[config.mk]
export PLATFORM = sky130hd
export DESIGN_NAME = clpd_sqrt_cell
export DESIGN_NICKNAME = d
export VERILOG_FILES = /design/src/rtl/clpd_pkg.sv /design/src/rtl/clpd_sqrt_cell.sv
export SDC_FILE = /design/constraint.sdc
export NUM_CORES = 1
export LEC_CHECK = 0
export ABC_AREA = 1
export BUFFER_PORTS_ARGS = -buffer_cell sky130_fd_sc_hd__buf_2
export CAP_MARGIN = 10
export CORE_MARGIN = 3
export CORE_UTILIZATION = 36
export CTS_CLUSTER_SIZE = 40
export DETAILED_ROUTE_END_ITERATION = 12
export SYNTH_ARGS = -nofsm -noshare
export SYNTH_HDL_FRONTEND = slang
export SYNTH_SLANG_ARGS = --single-unit
[constraint.sdc]
create_clock -name clk -period 0.95 [get_ports clk]
set_input_delay 0.095 -clock clk [delete_from_list [all_inputs] [get_ports clk]]
set_output_delay 0.095 -clock clk [all_outputs]
set_load 0.01 [all_outputs]
[src/rtl/clpd_pkg.sv]
// clpd_pkg: shared widths, register indexes and pipeline cell types
// for the color line projection distance core; no dependencies
`default_nettype none

package clpd_pkg;

    localparam int FRACTION_BITS = 4;

    localparam int COLOR_W = 8;
    localparam int DD_W    = 18;                      // d.d and divisor width
    localparam int NUM_W   = 38;                      // |P-B|^2 * d.d
    localparam int LOW_W   = 20;                      // bits of num below the first remainder
    localparam int Q_W     = LOW_W + 2 * FRACTION_BITS; // quotient width
    localparam int R_W     = Q_W / 2;                 // root width
    localparam int DIST_W  = 16;
    localparam int CFG_IDX_W = 3;

    typedef enum logic [CFG_IDX_W-1:0] {
        REG_BG_BLUE      = 3'd0,
        REG_BG_GREEN     = 3'd1,
        REG_BG_RED       = 3'd2,
        REG_FINGER_BLUE  = 3'd3,
        REG_FINGER_GREEN = 3'd4,
        REG_FINGER_RED   = 3'd5
    } cfg_reg_t;

    typedef logic [COLOR_W-1:0] color_t;

    typedef struct packed {
        logic             degen;
        logic [DD_W-1:0]  rem;
        logic [DD_W-1:0]  dd;
        logic [Q_W-1:0]   qx;     // dividend bits shift out, quotient bits shift in
    } div_data_t;

    typedef struct packed {
        logic             degen;
        logic [R_W:0]     rem;
        logic [R_W-1:0]   root;
        logic [Q_W-1:0]   xs;     // radicand, two bits leave per cell
    } sqrt_data_t;

endpackage

`default_nettype wire

[src/rtl/clpd_sqrt_cell.sv]
// clpd_sqrt_cell: one digit-by-digit square root step, one root bit per cell
// uses clpd_pkg
`default_nettype none

module clpd_sqrt_cell
    import clpd_pkg::*;
(
    input  wire logic       clk,
    input  wire logic       rst_n,
    input  wire logic       en,
    input  wire logic       in_valid,
    input  wire sqrt_data_t in_data,
    output logic            out_valid,
    output sqrt_data_t      out_data
);

    logic [R_W+2:0] shifted;
    logic [R_W+2:0] trial;
    logic           ge;
    sqrt_data_t     data_next;
    sqrt_data_t     data_reg;
    logic           valid_reg;

    always_comb
    begin
        shifted   = {in_data.rem, in_data.xs[Q_W-1:Q_W-2]};
        trial     = {1'b0, in_data.root, 2'b01};
        ge        = shifted >= trial;
        data_next = in_data;
        data_next.rem  = ge ? (R_W+1)'(shifted - trial) : (R_W+1)'(shifted);
        data_next.root = {in_data.root[R_W-2:0], ge};
        data_next.xs   = {in_data.xs[Q_W-3:0], 2'b00};
    end

    always_ff @(posedge clk)
    begin
        if (en)
        begin
            data_reg <= data_next;
        end
    end

    always_ff @(posedge clk or negedge rst_n)
    begin
        if (!rst_n)
        begin
            valid_reg <= 1'b0;
        end
        else if (en)
        begin
            valid_reg <= in_valid;
        end
    end

    assign out_valid = valid_reg;
    assign out_data  = data_reg;

endmodule

`default_nettype wire

======== Word-level counts from Yosys, hierarchy flattened ========
Cells that the tools add are included.
operators by class
  add/subtract/negate cells ............... 1
  order comparisons ....................... 1
  multiplexer cells ....................... 1
operators with widths
  cell              number
  $ge A17 B16 Y1    1
  $mux W15          1
  $sub A15 B15 Y15  1
storage, ports and cells
  bits in registers ....................... 57
  input port bits ......................... 62
  output and inout bits ................... 59
  word-level logic and storage cells ...... 8

======== Logic depth before layout (Yosys ltp) ========
  depth after elaboration ................. 2
  mapped depth ............................ 13
  mapped depth without buffers ............ 12

======== Worst setup path before layout ========
Ideal clock, no wire load.
  path type ............................... input-to-reg
  start ................................... input in_data[38] (netlist bit)
  end ..................................... register data_reg (netlist bit out_data[49]), data pin
  library setup time ...................... 252 ps
  arrival ................................. 1,298 ps
  data required time ...................... 698 ps
  setup slack ............................. -600 ps
  stages .................................. 13
  buffers on the path ..................... 1
  cell sequence ........................... inv_1 -> ha_1 -> nand2_1 -> inv_1 -> nand2_1 -> nand2_1 -> nand2_1 -> nand2_1 -> nor2_4 -> nand2_8 -> buf_12 -> nand2_1 -> nand2_1
RTL lines
  item                  line                  text
  from (decl)           clpd_sqrt_cell.sv:12  input wire sqrt_data_t in_data,
  to (signal assigned)  clpd_sqrt_cell.sv:39  data_reg <= data_next;
  to (decl)             clpd_sqrt_cell.sv:21  sqrt_data_t data_reg;

==> flow_summary.yaml <==
floorplan:
  core_mm2: 0.00793
  fp.dieH_um: 97.6
  start_util_pct: 38.1
  dieWidth_um: 97.6
  io_pins: 121
  die-area_mm2: 0.00952
  num_rows: 32
critical_path:
  critPathCaptureType: "register"
  crit_type: "in -> reg"
  arrival_ns: 1.36
  cp_slowest_cell: "ha_4"
  critPathLaunchType: "input port"
  reg2reg_from: "out_valid"
  crit_path_frequent_cell: "nand2_1"
  cp_max_fo: 6
  crit_path_start: "in_data[39]"
  required_ns: 1.03
  crit_chain: "buf_2 > inv_1 > ha_4 > inv_2 > nor3_2 > nand2_1 > nand2_2 > nor2_4 > buf_12 > buf_8 > nand3_1 > nand2_1"
  slowest_delay_ns: 0.27
clock_network:
  cts_tree: "built"
  path_clk_slew_ns: 0.07
  clock_latency_ns: 0.32
  root_buffer: "clkbuf_8"
  cts_buffer_depth: 2
  cts_made_buffers: 9
  htree_levels: 3
  clock-sinks: 57
sta:
  holdWs_ns: 0.0501
  finalSetupTns_ns: -4.96
  setup_viol: 20
  fin_ws_ns: -0.327
  hold_viol: 0
  rsz0062_at_grt: "true"
  clock_skew_ns: 0
  post-route-period-util_pct: 134
  fmax_mhz: 783
  period_needed_ns: 1.28
  slew_viol_final: 0
global_route:
  grt_util_met2_pct: 32.3
  grt_pass1_wl_um: 14400
  grt_max_degree: 25
  grt_busiest_layer: "met2"
  grt-ovfl-total: 0
  antenna_found_initial: 0
  use_met3_pct: 4.88
  met1_usage_pct: 23.0
  grt_pass1_vias: 3020
  track_usage_pct: 18.6
layout:
  nFillCells: 608
  diodes: 0
  num-nets-final: 615
  drive_gt1_share_pct: 50.7
  post_layout_nonfiller_instances: 644
  area_delta_synth_final_pct: 75.4
  multi_input_area_mm2: 0.00146
  utilization_pct: 66.8
  regArea_mm2: 0.00171
route:
  ant_nets: 0
  route.detailed.drc: 0
  vias: 2919
  via_per_inst: 4.53
  wl_per_cell_um: 13.6
  drt-pass1-iter-count: 4
  wl_um: 8730
  drt_iter0_drc: 86
power_and_ir_drop:
  p_per_area_mw_per_mm2: 1440
  pwr-share-comb_pct: 27.3
  power_frac_seq_pct: 40.9
  power_frac_clock_pct: 31.8
  p_leak_uw: 0.00251
  max-vdd-ir-drop_mv: 0.696
  p_switching_uw: 2070
  p_sw_share_pct: 27.1
  intPower_uw: 5560
min_path:
  hold_start: "in_data[29]"
  min_path_type: "in -> reg"
status:
  failed_checks: "negative setup slack"
  status: "finished, violations left"
placed_design:
  dp_hpwl_um: 6180
  detailedPlace.worstSlack_ns: -0.719
  dp.cells: 581
  portBuffers: 118
  gp_congestion: 0.835
yosys:
  synth_warnings: 0
  syn_area_mm2: 0.00302
  synthAdderAreaFrac_pct: 6.63
  synth-main-ff-cell: "edfxtp_1"
  ys_seq_area_share_pct: 56.5
  synth_edf_count: 56
  synth_compound_area_share_pct: 1.49
  synth-async-reset-ratio_pct: 1.75
  synthMuxAreaShare_pct: 0.373
  synth_top_family_by_area: "simple AND/OR/NAND/NOR gates"
  ys_seq_elements: 57
  synthSimpleGateAreaFrac_pct: 25.3
  postSynthCellCount: 315
  ys_types: 27
  syn_area_per_cell_um2: 9.59
  synth-xor-area-share_pct: 1.16
job:
  cap_violations: 0
==> critical path, delay by kind of cell <==
| kind | cells | cell delay [ns] |
|---|---|---|
| AND/OR/NAND/NOR | 6 | 0.53 |
| buffers and inverters | 5 | 0.45 |
| adder cells (fa/ha/maj) | 1 | 0.27 |
==> sequential cells by signal, indices dropped and copies added (netlist names) <==
| signal | cells |
|---|---|
| out_data | 56 |
| out_valid | 1 |
==> metrics by stage <==
step                      power, µW  cell area (µm²)
final                          7630             5300
after global routing           8030             5300
after CTS                      7530             5060
after detailed placement       4880             4320
after global placement         4860             4320
after floorplan                4080             3250
==> routing by layer <==
metal,share of wire (%),vias up
met5,0,-
met3,6.7,4
met4,0.31,0
met2,49,104
met1,44,1339
li1,-,1472
==> Yosys cell counts (3+ instances only) <==
cell type | count | area share [%]
nand2_1 | 101 | 13
edfxtp_1 | 56 | 56
inv_1 | 53 | 6.6
nand3_1 | 30 | 5.0
ha_1 | 16 | 6.6
nor2_1 | 14 | 1.7
a21oi_1 | 5 | 0.83
nand3_2 | 4 | 1.3
nand4_1 | 4 | 0.83
nor2_2 | 4 | 0.83
xor2_1 | 4 | 1.2
and2_1 | 3 | 0.62
buf_4 | 3 | 0.75
==> kinds of logic (layout without fill, tap and decap cells) <==
kind of cell / after synthesis / in the layout
AO/OA/AOI/OAI: 8 / 8
buffers and inverters: 60 / 284
AND/OR/NAND/NOR: 168 / 170
multiplexers: 1 / 1
other: 1 / 2
adder cells (fa/ha/maj): 16 / 16
XOR/XNOR: 4 / 4
flip-flops: 57 / 57
==> cell usage in the layout (no fill, tap or decap), types with 11 or more instances in the layout <==
cell type,n
nand2_2,20
ha_4,14
nand3_2,11
buf_6,16
inv_1,38
nand2_1,78
nand3_1,21
inv_2,14
dlygate4sd3_1,41
buf_2,101
edfxtp_1,56
buf_4,48
==> cell type report <==
type                       instances  share of cell area [%]
sequential                        57                    32.2
inverter                          55                    4.04
clock buffer                      10                    2.41
timing repair buffer             213                    29.8
multi-input combinational        201                    27.6
clock inverter                     6                    1.56
tap                              102                    2.41
==> power groups by stage <==
stage | combinational, µW | clock [µW] | sequential (µW)
after global placement | 1690 | 0 | 3170
after detailed placement | 1720 | 0 | 3160
final | 2080 | 2430 | 3120
after global routing | 2290 | 2600 | 3140
after floorplan | 768 | 0 | 3310
after CTS | 1940 | 2480 | 3110
==> final timing paths <==
| check | end | slack [ns] | cells after the start |
|---|---|---|---|
| hold reg to reg | out_valid | 0.51 | 1 |
| setup / recovery | out_data[54] | -0.33 | 12 |
| min in group asynchronous | out_valid | 0.06 | 2 |
| hold / removal | out_data[30] | 0.05 | 2 |
| setup reg to reg | out_valid | 0.21 | 1 |
| max in group asynchronous | out_valid | 0.81 | 2 |
==> repair_timing <==
action / 4_1_cts / 5_1_grt
endpoints found under the hold margin: 41 / 0
hold buffers: 41 / 0
setup buffers: 3 / 2
pin swaps: 5 / 21
gates resized for setup: 27 / 53
endpoints found under the setup margin: 33 / 68
gates cloned: 1 / 1
Power figures use the tool's default switching activity.
