### config.mk
export PLATFORM = sky130hd
export DESIGN_NAME = clpd_div_cell
export DESIGN_NICKNAME = d
export VERILOG_FILES = /design/src/rtl/clpd_pkg.sv /design/src/rtl/clpd_div_cell.sv
export SDC_FILE = /design/constraint.sdc
export NUM_CORES = 1
export LEC_CHECK = 0
export BUFFER_PORTS_ARGS = -buffer_cell sky130_fd_sc_hd__buf_2
export CORE_MARGIN = 3
export CORE_UTILIZATION = 44
export DETAILED_ROUTE_END_ITERATION = 6
export PLACE_DENSITY = 0.75
export SYNTH_ARGS = -nofsm -noshare
export SYNTH_HDL_FRONTEND = slang
export SYNTH_SLANG_ARGS = --single-unit
### constraint.sdc
create_clock -name clk -period 0.9 [get_ports clk]
set_clock_uncertainty 0.1 [all_clocks]
set_input_delay 0.18 -clock clk [delete_from_list [all_inputs] [get_ports clk]]
set_output_delay 0.18 -clock clk [all_outputs]
set_load 0.03 [all_outputs]
### src/rtl/clpd_pkg.sv
// clpd_pkg: shared widths, register indexes and pipeline cell types
// for the color line projection distance core; no dependencies
`default_nettype none

package clpd_pkg;

    localparam int FRACTION_BITS = 4;

    localparam int COLOR_W = 8;
    localparam int DD_W    = 18;                      // d.d and divisor width
    localparam int NUM_W   = 38;                      // |P-B|^2 * d.d
    localparam int LOW_W   = 20;                      // bits of num below the first remainder
    localparam int Q_W     = LOW_W + 2 * FRACTION_BITS; // quotient width
    localparam int R_W     = Q_W / 2;                 // root width
    localparam int DIST_W  = 16;
    localparam int CFG_IDX_W = 3;

    typedef enum logic [CFG_IDX_W-1:0] {
        REG_BG_BLUE      = 3'd0,
        REG_BG_GREEN     = 3'd1,
        REG_BG_RED       = 3'd2,
        REG_FINGER_BLUE  = 3'd3,
        REG_FINGER_GREEN = 3'd4,
        REG_FINGER_RED   = 3'd5
    } cfg_reg_t;

    typedef logic [COLOR_W-1:0] color_t;

    typedef struct packed {
        logic             degen;
        logic [DD_W-1:0]  rem;
        logic [DD_W-1:0]  dd;
        logic [Q_W-1:0]   qx;     // dividend bits shift out, quotient bits shift in
    } div_data_t;

    typedef struct packed {
        logic             degen;
        logic [R_W:0]     rem;
        logic [R_W-1:0]   root;
        logic [Q_W-1:0]   xs;     // radicand, two bits leave per cell
    } sqrt_data_t;

endpackage

`default_nettype wire

### src/rtl/clpd_div_cell.sv
// clpd_div_cell: one restoring division step, one quotient bit per cell
// uses clpd_pkg
`default_nettype none

module clpd_div_cell
    import clpd_pkg::*;
(
    input  wire logic      clk,
    input  wire logic      rst_n,
    input  wire logic      en,
    input  wire logic      in_valid,
    input  wire div_data_t in_data,
    output logic           out_valid,
    output div_data_t      out_data
);

    logic [DD_W:0] shifted;
    logic          ge;
    div_data_t     data_next;
    div_data_t     data_reg;
    logic          valid_reg;

    always_comb
    begin
        shifted   = {in_data.rem, in_data.qx[Q_W-1]};
        ge        = shifted >= {1'b0, in_data.dd};
        data_next = in_data;
        data_next.rem = ge ? DD_W'(shifted - {1'b0, in_data.dd}) : DD_W'(shifted);
        data_next.qx  = {in_data.qx[Q_W-2:0], ge};
    end

    always_ff @(posedge clk)
    begin
        if (en)
        begin
            data_reg <= data_next;
        end
    end

    always_ff @(posedge clk or negedge rst_n)
    begin
        if (!rst_n)
        begin
            valid_reg <= 1'b0;
        end
        else if (en)
        begin
            valid_reg <= in_valid;
        end
    end

    assign out_valid = valid_reg;
    assign out_data  = data_reg;

endmodule

`default_nettype wire

Word-level counts from Yosys, hierarchy flattened
Cells that the tools add are included.
{"block": "word_totals", "reg_bits": 66, "inputBits": 69, "output_inout_bits": 66, "elab_cells": 8}
{"block": "classes", "add_sub_neg": 1, "magnitude_cmp": 1, "n_mux": 1}
{"op": "19-bit by 18-bit >= comparator with 1-bit output", "n": 1}
{"op": "18-bit two-way mux", "n": 1}
{"op": "18-bit subtractor", "n": 1}

Logic depth before layout (Yosys ltp)
{"block": "depth", "ltp_word": 2, "mapped_depth": 11, "mapped_depth_nobuf": 10}

Least setup slack after synthesis
OpenSTA, ideal clock, no wires.
{"block": "synth_path", "kind": "input -> register", "startpoint": "input port in_data[32] in the netlist's numbering", "endpoint": "register data_reg (netlist bit out_data[56]) (data pin)", "setup_ns": 0.260, "arrival_ns": 2.171, "required_ns": 0.540, "setup_slack_ns": -1.631, "cell_stages": 10, "n_path_buf": 2, "cell_sequence": "inv_1 -> ha_1 -> a21o_1 -> a31oi_1 -> a211oi_2 -> nor3_2 -> o211a_1 -> buf_6 -> buf_12 -> mux2_4"}
{"item": "from (decl)", "line": "clpd_div_cell.sv:12", "text": "input wire div_data_t in_data,"}
{"item": "to (signal assigned)", "line": "clpd_div_cell.sv:36", "text": "data_reg <= data_next;"}
{"item": "to (decl)", "line": "clpd_div_cell.sv:20", "text": "div_data_t data_reg;"}

==> impl_summary.md <==
Outcome
The run finished, with violations left. The final reports fail on DRC, hold timing, setup timing.

Finish
The utilization of the core after routing is 84.0%. Relative to the synthesized area, the layout overhead comes to 83.9%. The filler cell count is between 200 and 300. The number of nets in the layout is slightly below 600. 0 antenna diodes ended up in the layout. The layout cell share with drive strength beyond 1 is 57.5%.

Synthesis
The share of flip-flops with an asynchronous set or reset is under 10%. The post-synthesis compound-gate area fraction is 10.5%. The cell accounting for the most synthesized area is sky130_fd_sc_hd__edfxtp_1.

The mean cell area of the mapped netlist is between 10 and 15 µm². The top-area cell type share of the netlist area is about three fifths. Counting every net in the synthesized netlist gives 336.

Sorting the synthesized cells by area gives the leading types as sky130_fd_sc_hd__edfxtp_1 58%, sky130_fd_sc_hd__ha_1 6.7%, sky130_fd_sc_hd__mux2_2 3.7%. In this run the cell area of the synthesized design comes to between 3000 and 4000 µm². The count of distinct cell types in the synthesized netlist is 51. Measured against the total synthesized area, the mux share comes to 7.28%. Summing the areas of all xor and xnor instances in the mapped netlist gives between 2 and 3% of the synthesized area.

Summing the areas of all fa, ha and maj instances in the mapped netlist gives around 7.3% of the synthesized area. Counting flops with a built-in enable in the synthesized netlist gives 65. The dominant combinational cell family by area after synthesis is compound AO/OA/AOI/OAI gates. In this run, synthesis produced a sequential element count of 66.

The area fraction in and, or, nand and nor cells after synthesis is between 8 and 9%. After technology mapping, the gate count stands at roughly 250. Summing the sequential cell areas from Yosys gives between 50% and 60% of the chip area. The prevailing post-synth register cell is sky130_fd_sc_hd__edfxtp_1. The number of warning messages in the yosys log is 0.

Timing
Counting I/O delays and the setup requirement, the final critical path takes ~2.2 ns. Once routing completed, OpenROAD measured the worst setup slack at -1.34 ns. The portion of the clock cycle consumed by the worst path in the final layout is 248%.

Setup violations remaining at the end of the flow were counted as 85. The number of hold-slack violations in the final timing report came to 2. Setup repair after global routing could not meet its margin everywhere. For the final routed database, the setup TNS stands at -43.88 ns. The transition at the pin with the smallest max-transition slack is 0.424 ns. The number of max-slew violations in the final report is 0. Headroom to the max-slew limit came out at 71.5%. Across all hold checks on the routed design, the worst slack comes to -0.0536 ns.

The highest clock frequency the design can meet is roughly 450 MHz.

Global routing
The initial antenna violation count is 0. The via count of the first global-routing pass is ~3400. Entering global routing, the biggest net connects 30 pins. The first global-routing pass estimated around 19 mm of wire. The overflow left after global routing is 0. Global routing consumed, over all layers together, slightly below 30% of the routing resources.

Floorplan
The die is between 90 and 100 µm wide. In this run the vertical extent of the chip is about 93 µm. The core region is between 7000 and 8000 µm².

The floorplan has 31 rows. In this run the count of I/O pins placed on the die edge is between 100 and 150. The effective utilization at floorplan is 45.7%. The area enclosed by the die boundary is slightly below 9000 µm².

Place
The congestion estimate from routability-driven global placement came to roughly 0.82. Summed over all nets, the half-perimeter wirelength after detailed placement is roughly 6.4 mm. The number of I/O port buffers is about 130.

Setup path
The type of the worst setup path is in -> reg. The worst setup path is launched from an input port. The worst setup path is captured at a register. The critical-path maximum fanout is 3.

The length in cells of the worst reg-to-reg path is 1. The worst endpoint data arrival time is ~2.2 ns. The setup slack on the worst flop-to-flop path is roughly 0.010 ns. The source of the worst register-to-register timing path is out_valid.

For the worst setup path, the data required time is 0.91 ns. The endpoint of the lowest-slack register-to-register path is out_valid.

Power
Summed over all cells, the static leakage comes to roughly 2.7 nW. VDD sags by at most just over 0.9 mV. The cell-internal power is roughly 0.0066 W.

Per report_power, the sequential group accounts for approximately 39% of the total. The switching power summed over all nets is roughly 0.0036 W. Net switching is a little over a third of the power. The ratio of total power to cell area is 1650 nW/µm². The combinational cell fraction of total power is 36.8%. The share of total power in the clock network is between 20% and 30%.

CTS
TritonCTS created 9 clock buffers. The clock tree root buffer cell is sky130_fd_sc_hd__clkbuf_8. For the worst-skew pair, the clock arrives at the later sink with an insertion delay of between 0.3 and 0.4 ns. The maximum clock insertion buffer count is 2.

The H-tree level count is 3. After clock tree synthesis, the clock-pin slew on the worst setup and hold paths is about 0.090 ns. The CTS tree is done. For this design, the CTS-stage hold fixing added 46 buffers. Clock tree synthesis found a total of between 60 and 70 sinks.

Detailed routing
The detailed router placed 3483 vias in this run. The detailed router finished its first iteration with ~480 violations. In the routed design, unresolved DRC markers number 5. In the routed layout, each cell is associated on average with a via count of 5.71. Wires add up to roughly 15 mm.

In the final routed layout, each cell accounts on average for around 24 µm. Once detail routing completed, the nets flagged for antenna violations numbered 0. The first detailed-routing pass took 7 iterations.

Hold path
The worst hold path begins at in_valid. The worst hold path belongs to the class in -> reg. The path with the worst hold slack has its endpoint at out_valid.

The number of cells on the worst hold path is 2.

Flow run
The count of maximum capacitance violations is 0.
layer usage:
metal	vias up	part of all wire (%)	wire (µm)	GRT usage [%]
li1	1449	-	-	-
met1	1607	36	5310	33.4
met2	342	47	6920	51.6
met3	85	10	1540	5.55
met4	0	6.2	909	12.1
met5	-	0	0	0
cells by family after synthesis:
family          Yosys count
fa+ha+maj                19
mux                      20
compound gates           48
flops                    66
simple gates             56
buf+inv                  29
xor+xnor                 10
area by class of cell:
cell class	instances	area, µm²	area share, %
inverters	23	111	1.81
flip-flops and latches	66	1980	32.1
well taps	99	124	2.01
clock buffers	9	124	2.01
multi-input cells	153	1550	25.1
clock inverters	7	53.8	0.873
repair buffers	253	2220	36.1
critical path, stage by stage:
cell	delay, ns
sky130_fd_sc_hd__buf_2	0.10
sky130_fd_sc_hd__inv_1	0.06
sky130_fd_sc_hd__ha_1	0.39
sky130_fd_sc_hd__buf_4	0.20
sky130_fd_sc_hd__a211oi_2	0.31
sky130_fd_sc_hd__nor2_1	0.14
sky130_fd_sc_hd__o21a_1	0.24
sky130_fd_sc_hd__a21o_1	0.19
sky130_fd_sc_hd__a311oi_2	0.26
sky130_fd_sc_hd__mux2i_1	0.16
flip-flops by register name (all words and copies together) (netlist names):
register	count
out_data	65
out_valid	1
stage by stage:
| stage | setup slack, ns | instances | hold slack [ns] | instance area [µm²] | power (W) |
|---|---|---|---|---|---|
| global placement | -1.55 | 536 | -0.146 | 4700 | 0.00642 |
| CTS | -1.16 | 606 | -0.0489 | 6010 | 0.00952 |
| global route | -1.36 | 610 | -0.0381 | 6160 | 0.0104 |
| floorplan | -1.43 | 248 | -0.216 | 3500 | 0.00551 |
| finish | -1.34 | 610 | -0.0536 | 6160 | 0.0102 |
| detailed placement | -1.58 | 536 | -0.144 | 4700 | 0.00647 |
cells in the mapped netlist, drive strengths merged, types with 2 or more instances:
master and n:
nand3 6, inv 23, o21a 2, nor2 14, mux2i 3, ha 18
xor2 3, xnor2 7, and3 3, buf 5, mux2 17, nand4 2
edfxtp 65, a21oi 9, or3 2, nor3 5, a311oi 3, a21o 6
nand2b 2, o21ai 7, o211a 3, nand2 16, a31oi 4, a211oi 4
nor2b 2
placed cells by master (no fill, tap or decap), types with 3 or more instances in the layout:
master,instances
sky130_fd_sc_hd__a21o_1,5
sky130_fd_sc_hd__mux2_4,13
sky130_fd_sc_hd__a31oi_1,3
sky130_fd_sc_hd__edfxtp_1,65
sky130_fd_sc_hd__buf_4,65
sky130_fd_sc_hd__mux2i_1,3
sky130_fd_sc_hd__nor3_1,3
sky130_fd_sc_hd__clkinvlp_4,3
sky130_fd_sc_hd__nand2_1,16
sky130_fd_sc_hd__a21oi_2,3
sky130_fd_sc_hd__buf_8,5
sky130_fd_sc_hd__ha_1,6
sky130_fd_sc_hd__buf_6,75
sky130_fd_sc_hd__buf_2,59
sky130_fd_sc_hd__mux2_2,4
sky130_fd_sc_hd__inv_2,4
sky130_fd_sc_hd__a21oi_1,6
sky130_fd_sc_hd__inv_1,14
sky130_fd_sc_hd__nand3_1,3
sky130_fd_sc_hd__o21ai_0,5
sky130_fd_sc_hd__buf_12,3
sky130_fd_sc_hd__inv_6,4
sky130_fd_sc_hd__nor2_1,14
sky130_fd_sc_hd__xor2_1,3
sky130_fd_sc_hd__clkbuf_8,9
sky130_fd_sc_hd__ha_4,10
sky130_fd_sc_hd__xnor2_1,6
sky130_fd_sc_hd__dlygate4sd3_1,46
timing repair:
item,CTS,global route
buffers inserted,7,5
endpoints found under the hold margin,47,1
setup endpoints to repair,85,86
pin swaps,12,14
gates resized for setup,174,24
gates cloned,1,0
worst max path at each step:
stage / from / to / slack [ns] / depth (start not counted)
floorplan: in_data[39] / out_data[56] / -1.43 / 11
global placement: in_data[27] / out_data[58] / -1.55 / 12
detailed placement: in_data[27] / out_data[58] / -1.58 / 12
CTS: in_data[27] / out_data[58] / -1.16 / 12
global route: in_data[27] / out_data[60] / -1.36 / 12
finish: in_data[37] / out_data[62] / -1.34 / 10
power groups by stage:
stage | combinational (W) | clock, W | sequential [W]
after global routing | 0.00388 | 0.00256 | 0.00396
after floorplan | 0.000979 | 0 | 0.00454
after CTS | 0.00332 | 0.00230 | 0.00390
after detailed placement | 0.00259 | 0 | 0.00388
after global placement | 0.00254 | 0 | 0.00388
final | 0.00375 | 0.00249 | 0.00394
(Power assumes the default switching activity.)
